--- config.mk ---
export PLATFORM = sky130hd
export DESIGN_NAME = pmtu_probe_ack_tracker_core
export DESIGN_NICKNAME = d
export VERILOG_FILES = /design/src/design/pptrk_pkg.sv /design/src/design/pmtu_probe_ack_tracker_core.sv /design/src/design/pptrk_front.sv /design/src/design/pptrk_queue.sv /design/src/design/pptrk_back.sv
export SDC_FILE = /design/constraint.sdc
export NUM_CORES = 2
export LEC_CHECK = 0
export ABC_AREA = 1
export BUFFER_PORTS_ARGS = -buffer_cell sky130_fd_sc_hd__clkbuf_2
export CORE_MARGIN = 5
export CORE_UTILIZATION = 41
export DETAILED_ROUTE_END_ITERATION = 6
export GPL_TIMING_DRIVEN = 0
export PLACE_DENSITY_LB_ADDON = 0.3
export SETUP_SLACK_MARGIN = 0.1
export SLEW_MARGIN = 20
export SYNTH_ARGS = -nofsm -noshare
export SYNTH_HDL_FRONTEND = slang
export SYNTH_SLANG_ARGS = --single-unit
--- constraint.sdc ---
create_clock -name clk -period 32.1 [get_ports clk]
set_clock_uncertainty 0.1 [all_clocks]
set_input_delay 8.025 -clock clk [delete_from_list [all_inputs] [get_ports clk]]
set_output_delay 8.025 -clock clk [all_outputs]
set_load 0.05 [all_outputs]
--- src/design/pptrk_pkg.sv ---
// ----------------------------------------------------------------------------
// pptrk_pkg: shared types and constants of the path-mtu probe tracker
// Word layouts, action and register codes, reset values and queue sizing.
// ----------------------------------------------------------------------------
package pptrk_pkg;

  // field widths
  localparam int PN_W      = 62;
  localparam int WIDE_W    = 64;
  localparam int SIZE_W    = 16;
  localparam int STEP_W    = 11;
  localparam int ACTION_W  = 3;
  localparam int CFG_IDX_W = 2;
  localparam int CFG_DAT_W = 16;

  // default depth of the queue between front and back
  localparam int QUEUE_DEPTH_DEF = 2;

  // action codes on the input word
  localparam logic [ACTION_W-1:0] ACT_START  = 3'd0;
  localparam logic [ACTION_W-1:0] ACT_RESULT = 3'd1;
  localparam logic [ACTION_W-1:0] ACT_RESET  = 3'd2;
  localparam logic [ACTION_W-1:0] ACT_HDR    = 3'd3;
  localparam logic [ACTION_W-1:0] ACT_RANGE  = 3'd4;

  // configuration register indexes
  localparam logic [CFG_IDX_W-1:0] CFG_BASE_PROBE_SIZE = 2'd0;
  localparam logic [CFG_IDX_W-1:0] CFG_PROBE_STEP      = 2'd1;
  localparam logic [CFG_IDX_W-1:0] CFG_MAX_PROBE_SIZE  = 2'd2;
  localparam logic [CFG_IDX_W-1:0] CFG_PATH_MIN_MTU    = 2'd3;

  // reset values
  localparam logic [SIZE_W-1:0] BASE_PROBE_SIZE_RST = 16'd1450;
  localparam logic [STEP_W-1:0] PROBE_STEP_RST      = 11'd50;
  localparam logic [SIZE_W-1:0] MAX_PROBE_SIZE_RST  = 16'd1500;
  localparam logic [SIZE_W-1:0] PATH_MIN_MTU_RST    = 16'd1200;
  localparam logic [SIZE_W-1:0] LIMIT_RST           = 16'd1450;
  localparam logic [SIZE_W-1:0] TARGET_RST          = 16'd1450;

  // rfc 9000 range decode: next high bound is cursor - gap - 2
  localparam logic [WIDE_W-1:0] GAP_BIAS = 64'd2;

  // input word
  typedef struct packed {
    logic [ACTION_W-1:0] action;
    logic [PN_W-1:0]     packet_number;
    logic                success;
    logic                is_ack_frame;
    logic [PN_W-1:0]     largest_acked;
    logic [PN_W-1:0]     first_len;
    logic [PN_W-1:0]     gap;
    logic [PN_W-1:0]     range_length;
  } in_word_t;

  // result word
  typedef struct packed {
    logic              covered;
    logic [SIZE_W-1:0] mtu_limit;
    logic [SIZE_W-1:0] probe_target;
    logic              probe_pending;
  } out_word_t;

  // classified operation
  typedef enum logic [2:0] {
    OP_NONE   = 3'd0,
    OP_START  = 3'd1,
    OP_RESULT = 3'd2,
    OP_RESET  = 3'd3,
    OP_HDR    = 3'd4,
    OP_RANGE  = 3'd5
  } op_t;

  // queue entry: operation with pre-computed operands
  //   start : arg_a = packet number
  //   result: flag = success
  //   header: flag = is ack, arg_a = largest, arg_b = largest - first
  //   range : arg_a = gap + 2, arg_b = gap + 2 + length, arg_c = length
  typedef struct packed {
    op_t               op;
    logic              flag;
    logic [WIDE_W-1:0] arg_a;
    logic [WIDE_W-1:0] arg_b;
    logic [WIDE_W-1:0] arg_c;
  } entry_t;

  // configuration register set
  typedef struct packed {
    logic [SIZE_W-1:0] base_probe_size;
    logic [STEP_W-1:0] probe_step;
    logic [SIZE_W-1:0] max_probe_size;
    logic [SIZE_W-1:0] path_min_mtu;
  } cfg_regs_t;

  // status from the back part
  typedef struct packed {
    logic              inflight;
    logic              walk_active;
    logic [SIZE_W-1:0] limit;
  } bk_status_t;

endpackage

--- src/design/pmtu_probe_ack_tracker_core.sv ---
// ----------------------------------------------------------------------------
// pmtu_probe_ack_tracker_core: path-mtu probe tracker with ack range check
// Tracks one probe in flight and walks ack ranges to confirm it.
// ----------------------------------------------------------------------------
// Usage:
//   in_*  : one word per operation (start probe, probe result, path reset,
//           ack header, ack extra range), valid/ready.
//   out_* : exactly one result word per input word, in order, valid/ready:
//           covered flag, confirmed mtu limit, probe target, pending flag.
//   cfg_* : register writes (base size, step, max size, path minimum),
//           taken at any edge with cfg_we high; write only while idle.
// Flow:
//   an accepted word is decoded combinationally and written into the queue;
//   the back part applies it from the queue head and registers its result.
//   One word per cycle is sustained while out_ready keeps the result register
//   free: the back part applies one queued word each cycle, and each ack range
//   is decoded against the range cursor (two 64-bit subtracts and compares).
// Reset: synchronous rst_n clears the queue, the output valid flag, the probe
//   and walk state; limit and target return to 1450, registers to defaults.
// Stall: while out_ready is low the result is held; the queue absorbs
//   words until full, then in_ready drops.
// ----------------------------------------------------------------------------
module pmtu_probe_ack_tracker_core
  import pptrk_pkg::*;
#(
  parameter int QUEUE_DEPTH = QUEUE_DEPTH_DEF
) (
  input  logic                 clk,
  input  logic                 rst_n,
  input  logic                 in_valid,
  output logic                 in_ready,
  input  in_word_t             in_data,
  output logic                 out_valid,
  input  logic                 out_ready,
  output out_word_t            out_data,
  input  logic                 cfg_we,
  input  logic [CFG_IDX_W-1:0] cfg_index,
  input  logic [CFG_DAT_W-1:0] cfg_wdata
);

  cfg_regs_t  cfg_r, cfg_nxt;
  logic       push_valid;
  logic       push_ready;
  entry_t     push_data;
  logic       q_valid;
  logic       q_ready;
  entry_t     q_data;
  bk_status_t bk_status;

  // configuration registers
  always_comb begin
    cfg_nxt = cfg_r;
    if (cfg_we) begin
      case (cfg_index)
        CFG_BASE_PROBE_SIZE: cfg_nxt.base_probe_size = cfg_wdata;
        CFG_PROBE_STEP:      cfg_nxt.probe_step      = cfg_wdata[STEP_W-1:0];
        CFG_MAX_PROBE_SIZE:  cfg_nxt.max_probe_size  = cfg_wdata;
        CFG_PATH_MIN_MTU:    cfg_nxt.path_min_mtu    = cfg_wdata;
        default:             cfg_nxt = cfg_r;
      endcase
    end
  end

  always_ff @(posedge clk) begin
    if (!rst_n) begin
      cfg_r.base_probe_size <= BASE_PROBE_SIZE_RST;
      cfg_r.probe_step      <= PROBE_STEP_RST;
      cfg_r.max_probe_size  <= MAX_PROBE_SIZE_RST;
      cfg_r.path_min_mtu    <= PATH_MIN_MTU_RST;
    end else begin
      cfg_r <= cfg_nxt;
    end
  end

  // front: decode
  pptrk_front u_front (
    .in_valid   (in_valid),
    .in_ready   (in_ready),
    .in_data    (in_data),
    .push_valid (push_valid),
    .push_ready (push_ready),
    .push_data  (push_data)
  );

  // queue between front and back
  pptrk_queue #(
    .DEPTH (QUEUE_DEPTH)
  ) u_queue (
    .clk        (clk),
    .rst_n      (rst_n),
    .push_valid (push_valid),
    .push_ready (push_ready),
    .push_data  (push_data),
    .pop_valid  (q_valid),
    .pop_ready  (q_ready),
    .pop_data   (q_data)
  );

  // back: state update and result register
  pptrk_back u_back (
    .clk       (clk),
    .rst_n     (rst_n),
    .cfg       (cfg_r),
    .op_valid  (q_valid),
    .op_ready  (q_ready),
    .op_data   (q_data),
    .out_valid (out_valid),
    .out_ready (out_ready),
    .out_data  (out_data),
    .status    (bk_status)
  );

  // a range walk only runs while the probe is in flight
  a_walk_needs_probe: assert property (@(posedge clk) disable iff (!rst_n)
    bk_status.walk_active |-> bk_status.inflight)
    else $error("range walk active without probe in flight");

  // a covering ack always retires the probe
  a_covered_retires: assert property (@(posedge clk) disable iff (!rst_n)
    (out_valid && out_data.covered) |-> !out_data.probe_pending)
    else $error("covered result with probe still pending");

  // an accepted word is in the queue on the next cycle
  a_accept_queued: assert property (@(posedge clk) disable iff (!rst_n)
    (in_valid && in_ready) |=> q_valid)
    else $error("accepted word missing from queue");

  // the limit moves only when the back part applies a word
  a_limit_on_take: assert property (@(posedge clk) disable iff (!rst_n)
    !(q_valid && q_ready) |=> $stable(bk_status.limit))
    else $error("limit changed without an applied word");

endmodule

--- src/design/pptrk_front.sv ---
// ----------------------------------------------------------------------------
// pptrk_front: input decode
// Classifies each input word and pre-computes the state-free operands.
// ----------------------------------------------------------------------------
module pptrk_front
  import pptrk_pkg::*;
(
  input  logic     in_valid,
  output logic     in_ready,
  input  in_word_t in_data,
  output logic     push_valid,
  input  logic     push_ready,
  output entry_t   push_data
);

  logic [WIDE_W-1:0] largest_w;
  logic [WIDE_W-1:0] first_w;
  logic [WIDE_W-1:0] gap_w;
  logic [WIDE_W-1:0] len_w;

  assign largest_w = {2'b00, in_data.largest_acked};
  assign first_w   = {2'b00, in_data.first_len};
  assign gap_w     = {2'b00, in_data.gap};
  assign len_w     = {2'b00, in_data.range_length};

  // handshake passes straight through to the queue
  assign push_valid = in_valid;
  assign in_ready   = push_ready;

  // classify and build operands
  always_comb begin
    push_data.op    = OP_NONE;
    push_data.flag  = 1'b0;
    push_data.arg_a = '0;
    push_data.arg_b = '0;
    push_data.arg_c = '0;
    case (in_data.action)
      ACT_START: begin
        push_data.op    = OP_START;
        push_data.arg_a = {2'b00, in_data.packet_number};
      end
      ACT_RESULT: begin
        push_data.op   = OP_RESULT;
        push_data.flag = in_data.success;
      end
      ACT_RESET: begin
        push_data.op = OP_RESET;
      end
      ACT_HDR: begin
        push_data.op    = OP_HDR;
        push_data.flag  = in_data.is_ack_frame;
        push_data.arg_a = largest_w;
        // low bound of the first range, wraps in 64 bits
        push_data.arg_b = largest_w - first_w;
      end
      ACT_RANGE: begin
        push_data.op    = OP_RANGE;
        push_data.arg_a = gap_w + GAP_BIAS;
        push_data.arg_b = gap_w + len_w + GAP_BIAS;
        push_data.arg_c = len_w;
      end
      default: begin
        push_data.op = OP_NONE;
      end
    endcase
  end

endmodule

--- src/design/pptrk_queue.sv ---
// ----------------------------------------------------------------------------
// pptrk_queue: short fifo between front and back
// Register-based queue; head is read combinationally.
// ----------------------------------------------------------------------------
module pptrk_queue
  import pptrk_pkg::*;
#(
  parameter int DEPTH = QUEUE_DEPTH_DEF
) (
  input  logic   clk,
  input  logic   rst_n,
  input  logic   push_valid,
  output logic   push_ready,
  input  entry_t push_data,
  output logic   pop_valid,
  input  logic   pop_ready,
  output entry_t pop_data
);

  localparam int PTR_W = (DEPTH > 1) ? $clog2(DEPTH) : 1;
  localparam int CNT_W = $clog2(DEPTH + 1);

  entry_t           store_r [DEPTH];
  logic [PTR_W-1:0] wr_ptr_r, wr_ptr_nxt;
  logic [PTR_W-1:0] rd_ptr_r, rd_ptr_nxt;
  logic [CNT_W-1:0] count_r, count_nxt;
  logic             push;
  logic             pop;

  assign push_ready = (count_r != CNT_W'(DEPTH));
  assign pop_valid  = (count_r != '0);
  assign pop_data   = store_r[rd_ptr_r];
  assign push       = push_valid && push_ready;
  assign pop        = pop_valid && pop_ready;

  // pointer and fill count update
  always_comb begin
    wr_ptr_nxt = wr_ptr_r;
    rd_ptr_nxt = rd_ptr_r;
    count_nxt  = count_r;
    if (push) begin
      wr_ptr_nxt = (wr_ptr_r == PTR_W'(DEPTH - 1)) ? '0 : wr_ptr_r + 1'b1;
    end
    if (pop) begin
      rd_ptr_nxt = (rd_ptr_r == PTR_W'(DEPTH - 1)) ? '0 : rd_ptr_r + 1'b1;
    end
    if (push && !pop) begin
      count_nxt = count_r + 1'b1;
    end else if (pop && !push) begin
      count_nxt = count_r - 1'b1;
    end
  end

  always_ff @(posedge clk) begin
    if (!rst_n) begin
      wr_ptr_r <= '0;
      rd_ptr_r <= '0;
      count_r  <= '0;
    end else begin
      wr_ptr_r <= wr_ptr_nxt;
      rd_ptr_r <= rd_ptr_nxt;
      count_r  <= count_nxt;
    end
  end

  // entry storage
  always_ff @(posedge clk) begin
    if (push) begin
      store_r[wr_ptr_r] <= push_data;
    end
  end

endmodule

--- src/design/pptrk_back.sv ---
// ----------------------------------------------------------------------------
// pptrk_back: probe state and ack range walk
// Applies one queued op a cycle unless out_ready stalls; registers the result.
// ----------------------------------------------------------------------------
module pptrk_back
  import pptrk_pkg::*;
(
  input  logic       clk,
  input  logic       rst_n,
  input  cfg_regs_t  cfg,
  input  logic       op_valid,
  output logic       op_ready,
  input  entry_t     op_data,
  output logic       out_valid,
  input  logic       out_ready,
  output out_word_t  out_data,
  output bk_status_t status
);

  logic              inflight_r, inflight_nxt;
  logic [PN_W-1:0]   probe_number_r, probe_number_nxt;
  logic [SIZE_W-1:0] limit_r, limit_nxt;
  logic [SIZE_W-1:0] target_r, target_nxt;
  logic              walk_r, walk_nxt;
  logic [WIDE_W-1:0] cursor_r, cursor_nxt;
  logic              out_valid_r, out_valid_nxt;
  out_word_t         out_data_r, out_data_nxt;

  logic              take;
  logic              covered;
  logic [WIDE_W-1:0] pn_w;
  logic [SIZE_W:0]   stepped;
  logic [WIDE_W-1:0] high;
  logic [WIDE_W-1:0] low_cand;
  logic [WIDE_W-1:0] low;

  assign op_ready = !out_valid_r || out_ready;
  assign take     = op_valid && op_ready;
  assign pn_w     = {2'b00, probe_number_r};

  // start target: base size when limit is below it, else limit plus step, capped
  assign stepped = {1'b0, limit_r} + {6'b0, cfg.probe_step};

  // range decode: high = cursor - gap - 2, low = high - length clamped at zero
  assign high     = cursor_r - op_data.arg_a;
  assign low_cand = cursor_r - op_data.arg_b;
  assign low      = (high >= op_data.arg_c) ? low_cand : '0;

  // next state
  always_comb begin
    inflight_nxt     = inflight_r;
    probe_number_nxt = probe_number_r;
    limit_nxt        = limit_r;
    target_nxt       = target_r;
    walk_nxt         = walk_r;
    cursor_nxt       = cursor_r;
    covered          = 1'b0;
    case (op_data.op)
      OP_START: begin
        if (limit_r < cfg.base_probe_size) begin
          target_nxt = cfg.base_probe_size;
        end else if (stepped < {1'b0, cfg.max_probe_size}) begin
          target_nxt = stepped[SIZE_W-1:0];
        end else begin
          target_nxt = cfg.max_probe_size;
        end
        probe_number_nxt = op_data.arg_a[PN_W-1:0];
        inflight_nxt     = 1'b1;
        walk_nxt         = 1'b0;
      end
      OP_RESULT: begin
        if (inflight_r) begin
          if (op_data.flag) begin
            limit_nxt = target_r;
          end
          inflight_nxt = 1'b0;
        end
        walk_nxt = 1'b0;
      end
      OP_RESET: begin
        inflight_nxt     = 1'b0;
        probe_number_nxt = '0;
        limit_nxt        = cfg.path_min_mtu;
        walk_nxt         = 1'b0;
      end
      OP_HDR: begin
        walk_nxt = 1'b0;
        if (inflight_r && (probe_number_r != '0) && op_data.flag &&
            (pn_w <= op_data.arg_a)) begin
          if (pn_w >= op_data.arg_b) begin
            limit_nxt    = target_r;
            inflight_nxt = 1'b0;
            covered      = 1'b1;
          end else begin
            cursor_nxt = op_data.arg_b;
            walk_nxt   = 1'b1;
          end
        end
      end
      OP_RANGE: begin
        if (walk_r) begin
          if ((pn_w >= low) && (pn_w <= high)) begin
            if (inflight_r) begin
              limit_nxt    = target_r;
              inflight_nxt = 1'b0;
            end
            covered  = 1'b1;
            walk_nxt = 1'b0;
          end else begin
            cursor_nxt = low;
          end
        end
      end
      default: begin
        covered = 1'b0;
      end
    endcase
  end

  // output register
  always_comb begin
    out_valid_nxt = out_valid_r;
    out_data_nxt  = out_data_r;
    if (take) begin
      out_valid_nxt              = 1'b1;
      out_data_nxt.covered       = covered;
      out_data_nxt.mtu_limit     = limit_nxt;
      out_data_nxt.probe_target  = target_nxt;
      out_data_nxt.probe_pending = inflight_nxt;
    end else if (out_ready) begin
      out_valid_nxt = 1'b0;
    end
  end

  always_ff @(posedge clk) begin
    if (!rst_n) begin
      inflight_r     <= 1'b0;
      probe_number_r <= '0;
      limit_r        <= LIMIT_RST;
      target_r       <= TARGET_RST;
      walk_r         <= 1'b0;
      cursor_r       <= '0;
      out_valid_r    <= 1'b0;
    end else begin
      if (take) begin
        inflight_r     <= inflight_nxt;
        probe_number_r <= probe_number_nxt;
        limit_r        <= limit_nxt;
        target_r       <= target_nxt;
        walk_r         <= walk_nxt;
        cursor_r       <= cursor_nxt;
      end
      out_valid_r <= out_valid_nxt;
    end
  end

  always_ff @(posedge clk) begin
    out_data_r <= out_data_nxt;
  end

  assign out_valid          = out_valid_r;
  assign out_data           = out_data_r;
  assign status.inflight    = inflight_r;
  assign status.walk_active = walk_r;
  assign status.limit       = limit_r;

endmodule

### After elaboration in Yosys (flattened, before gate mapping)

Memory sizes are Yosys's and may differ from the RTL's. A register that Yosys moved wholly into a read port is not among the register bits.
Index checks and enable logic that the tools add are counted.

| word-level totals | value |
|---|---|
| output and inout bits | 36 |
| RAM bits | 388 |
| input port bits | 338 |
| logic and storage cells | 132 |
| memories kept | 1 |
| bits in registers | 258 |

| operators by class | value |
|---|---|
| multiplexer cells | 48 |
| equal/unequal tests | 17 |
| reduce and logical (&&, ||, !) cells | 30 |
| $lt $le $gt $ge | 7 |
| $add $sub $neg | 11 |

Memory list:

| name | words | width | read ports | clocked after memory_dff | wr ports | line | source |
|---|---|---|---|---|---|---|---|
| u_queue.store_r | 2 | 194 | 1 | 1 | 1 | pptrk_queue.sv:23 | `entry_t store_r [DEPTH];` |

Operators by type and width:

| operator | number |
|---|---|
| $mux 64 | 5 |
| $pmux 64 s2 | 2 |
| $pmux 64 s3 | 1 |
| $mux 16 | 10 |
| $ge 62x64->1 | 2 |
| $le 62x64->1 | 2 |
| $sub 64x64->64 | 2 |
| $pmux 62 s2 | 1 |
| $add 64x2->64 const B | 1 |
| $ge 64x64->1 | 1 |
| $pmux 16 s4 | 1 |
| $add 62x2->63 const B | 1 |
| $add 62x62->63 | 1 |
| $sub 62x62->63 | 1 |
| $mux 62 | 1 |
| $reduce_bool 62->1 | 1 |
| $mux 1 | 20 |
| $add 16x11->17 | 1 |
| $lt 17x16->1 | 1 |
| $lt 16x16->1 | 1 |
| $pmux 3 s5 | 1 |
| $eq 3x2->1 const B | 4 |
| $reduce_and 2->1 | 6 |
| $reduce_bool 2->1 | 5 |
| other kinds (22) | 41 |

### Depth between registers and ports, before layout

| depth | value |
|---|---|
| depth after elaboration | 8 |
| gate-level depth with buffers | 72 |
| depth with buffers taken out | 69 |

### By module

From an unflattened synthesis, not the netlist that was laid out.

| second synthesis, totals | value |
|---|---|
| cells, all modules | 8621 |
| area, all modules | 59912.5 um2 |

Modules (own cells, without submodules):

| module | area each (um2) | sequential area each (um2) | instances | cells an instance |
|---|---|---|---|---|
| pptrk_back | 26385.3 | 4244.1 | 1 | 4152 |
| pptrk_front | 16204.3 | 0.0 | 1 | 3478 |
| pptrk_queue | 14960.6 | 11871.4 | 1 | 647 |
| pmtu_probe_ack_tracker_core | 2362.3 | 1181.1 | 1 | 344 |

### Least setup slack after synthesis

No wires, ideal clock.

| path | value |
|---|---|
| path type | input-to-reg |
| from | in in_valid |
| to | mem u_queue.store_r[1][0] (netlist name), enable pin |
| data required time | 31248 ps |
| stages | 2 |
| arrival | 16160 ps |
| setup slack | 15089 ps |
| buffers on the path | 0 |
| library setup time | 752 ps |
| cell sequence | nand2_1 -> nor2_1 |

| between the ends | value |
|---|---|
| longest elaborated chain between the ends | 3 |

RTL lines:

| element | line | source |
|---|---|---|
| start: declaration | pmtu_probe_ack_tracker_core.sv:30 | `input logic in_valid,` |
| $logic_and 1x1->1 | pptrk_queue.sv:33 | `assign push = push_valid && push_ready;` |
| $mux 1 | pptrk_queue.sv:68 | `if (push) begin` |
| $mux 1 (implied by the code) | pptrk_queue.sv:69 | `store_r[wr_ptr_r] <= push_data;` |
| end: declaration | pptrk_queue.sv:23 |  |

No other way between the ends.

==> results_dict.tcl <==
set metrics [dict create \
    ir_drop_v 0.0000424 \
    vias 57600 \
    cts_hold_buf 0 \
    fillers 13800 \
    final-seq-area_um2 17100 \
    area_growth_pct 12.3 \
    required_ps 32560 \
    async_reset_ff_share_pct 0 \
    cp_max_fo 10 \
    core-area_um2 135000 \
    cts-root-buf "clkbuf_16" \
    numCtsBuffers 68 \
    gp_congestion 1.11 \
    num_rows 135 \
    p_leak_nw 29.0 \
    ys_ff_latch 645 \
    drtIter0Drc 5363 \
    critPathArrivalTime_ps 14180 \
    drive_above_1_share_pct 9.15 \
    cpMostUsedCell "nand2_1" \
    drc 0 \
    hold_viol 0 \
    hp-class "flop to flop" \
    layout_setup_ws_ps 18380 \
    syn_inst 7707 \
    cell_internal_pwr_mw 2.47 \
    synthTopCellsByCount "1,603 x nand2_1, 1,064 x inv_1, 715 x nor2_1" \
    synth_area_per_cell_um2 7.24 \
    synth_top_area_share_pct 22.6 \
    die_h_um 379 \
    ctsHtreeMaxLevel 3 \
    clockBufferDepth 3 \
    pre_cts_ws_ps 18520 \
    period_minus_slack_ps 13720 \
    cts.repair.resized 0 \
    p_seq_share_pct 23.2 \
    numPortBuffers 373 \
    p_sw_mw 2.60 \
    setup_viol 0 \
    routed_wl_um 261000 \
    yosysTopAreaCell "edfxtp_1" \
    rsz0062_at_grt "false" \
    p_clk_share_pct 16.2 \
    power.density_nw_per_um2 80.9 \
    grt.overflow.total 0 \
    finalCritPeriodShare_pct 42.7 \
    yosysMostFrequentCell "nand2_1" \
    outcome "completed" \
    timing.fmax_mhz 72.9 \
    dp_hpwl_um 223000 \
    setup_tns_ps 0 \
    worst_pin_slew_ps 1260 \
    multi_input_area_um2 33900 \
    path_clk_slew_ps 60 \
    grt_pass1_vias 56000 \
    grt_max_degree 32 \
    max_stage_delay_ps 720 \
    cts_tree "done" \
    antenna_left 0 \
    cts_setup_buffers 0 \
    synth_edf_count 420 \
    start_util_pct 41.2 \
    p_sw_share_pct 51.3 \
    syn_nets 8654 \
    antenna_found_initial 13 \
    die_area_um2 144000 \
    drt_first_pass_iters 7 \
    combPwrFrac_pct 60.7 \
    synth_cell_types 75 \
    clock-sinks 645 \
    synth_area_leaders "edfxtp_1 23%, ha_1 14%, nand2_1 11%" \
    die_w_um 379 \
    worst_path_max_delay_cell "clkbuf_1" \
    critPathKind "flop to flop" \
    wl_per_cell_um 26.1 \
    ys.flop_type "edfxtp_1" \
    viasPerCell 5.75 \
    synth_warnings 0 \
    syn_area_um2 55800 \
    pin_count 374 \
    grtUsageTotal_pct 35.2 \
    ys_seq_area_share_pct 30.7 \
    max_slew_margin_pct 15.3 \
    grt_pass1_wl_um 367000 \
    clock_latency_ps 680 \
    nNetsFinal 9121 \
    finalMaxSlewViolations 0 \
    end_kind "flop" \
    maxCapViolCount 0 \
    worst_setup_path_start_kind "flop" \
]
flip-flops by register name (all words and copies together) (netlist names), named ones only:
| register | flops |
|---|---|
| u_queue.store_r | 386 |
| u_back.cursor_r | 64 |
| u_back.probe_number_r | 62 |
| cfg_r | 59 |
| u_back.out_data | 34 |
| u_back.limit_r | 16 |
| u_back.target_r | 16 |
| u_queue.count_r | 2 |
| u_back.inflight_r | 1 |
| u_back.out_valid | 1 |
| u_back.walk_r | 1 |
| u_queue.rd_ptr_r | 1 |
| u_queue.wr_ptr_r | 1 |
kinds of logic after synthesis:
family	after synthesis	synth area share (%)
AO/OA/AOI/OAI	1584	15.9
XOR/XNOR	207	3.26
adder cells (fa/ha/maj)	609	13.7
buffers and inverters	1270	8.69
flip-flops	645	30.7
multiplexers	123	2.21
AND/OR/NAND/NOR	3269	25.5
stage by stage:
stage               cells  hold WS [ps]  instance area (um^2)  util (%)  total power [mW]
floorplan            7707           325                 55800         -              3.20
global placement     9861           338                 59900      44.3              4.14
detailed placement   9885           342                 60400      44.6              4.19
CTS                 10000           350                 62600      46.3              5.02
global route        10000           371                 62700      46.3              5.43
finish              10000           353                 62700      46.3              5.07
worst max-delay path, delay by kind of cell (launching register included):
kind            cells  cell delay (ps)
simple gates       43             5160
buf+inv            13             4910
compound gates      6             1300
fa+ha+maj           4             1230
flops               1              590
xor+xnor            1              250
per-layer routing:
layer	global-route usage [%]	share of wire, %	vias up
met5	0	0.0050	-
met4	22.7	7.6	2
met3	5.61	7.2	625
met2	58.1	46	2651
met1	42.8	40	27100
li1	-	-	27200
power by group through the flow:
stage / logic, mW / clock network (mW) / registers [mW]
floorplan: 1.95 / 0 / 1.25
global placement: 2.92 / 0 / 1.22
detailed placement: 3.00 / 0 / 1.19
CTS: 3.02 / 0.831 / 1.17
global route: 3.38 / 0.862 / 1.19
finish: 3.08 / 0.821 / 1.17
worst paths after layout:
| check | start | to | slack [ps] | cells past startpoint |
|---|---|---|---|---|
| worst max register to register | flop | u_back.cursor_r[2]$_SDFFE_PN0P_ | 18380 | 67 |
| worst max-delay path | flop | u_back.cursor_r[2]$_SDFFE_PN0P_ | 18380 | 67 |
| worst min register to register | cfg_r[13]$_SDFFE_PN0P_ | cfg_r[13]$_SDFFE_PN0P_ | 350 | 2 |
| worst min-delay path | cfg_r[13]$_SDFFE_PN0P_ | cfg_r[13]$_SDFFE_PN0P_ | 350 | 2 |
area by class of cell:
class / count / share of cell area (%)
Inverter: 1084 / 6.49
Buffer: 186 / 1.27
Clock inverter: 37 / 0.759
Sequential cell: 645 / 27.3
Timing Repair Buffer: 397 / 3.64
Multi-Input combinational cell: 5792 / 54.1
Antenna cell: 10 / 0.0399
Tap cell: 1781 / 3.56
Clock buffer: 85 / 2.88
cells in the final DEF (no fill, tap or decap), types with 57 or more instances in the layout:
cell,count
o21ai_0,460
clkbuf_16,69
nor3_1,100
a31oi_1,81
nand4_1,192
inv_1,1064
or2_2,105
nand2_1,1603
clkbuf_2,386
mux2i_1,122
dfxtp_1,225
clkbuf_1,139
ha_1,604
nand3_1,410
nor4_1,57
nor2_1,711
edfxtp_1,420
a21oi_1,714
xor2_1,152
No activity file was read; power rests on OpenSTA's default activity.
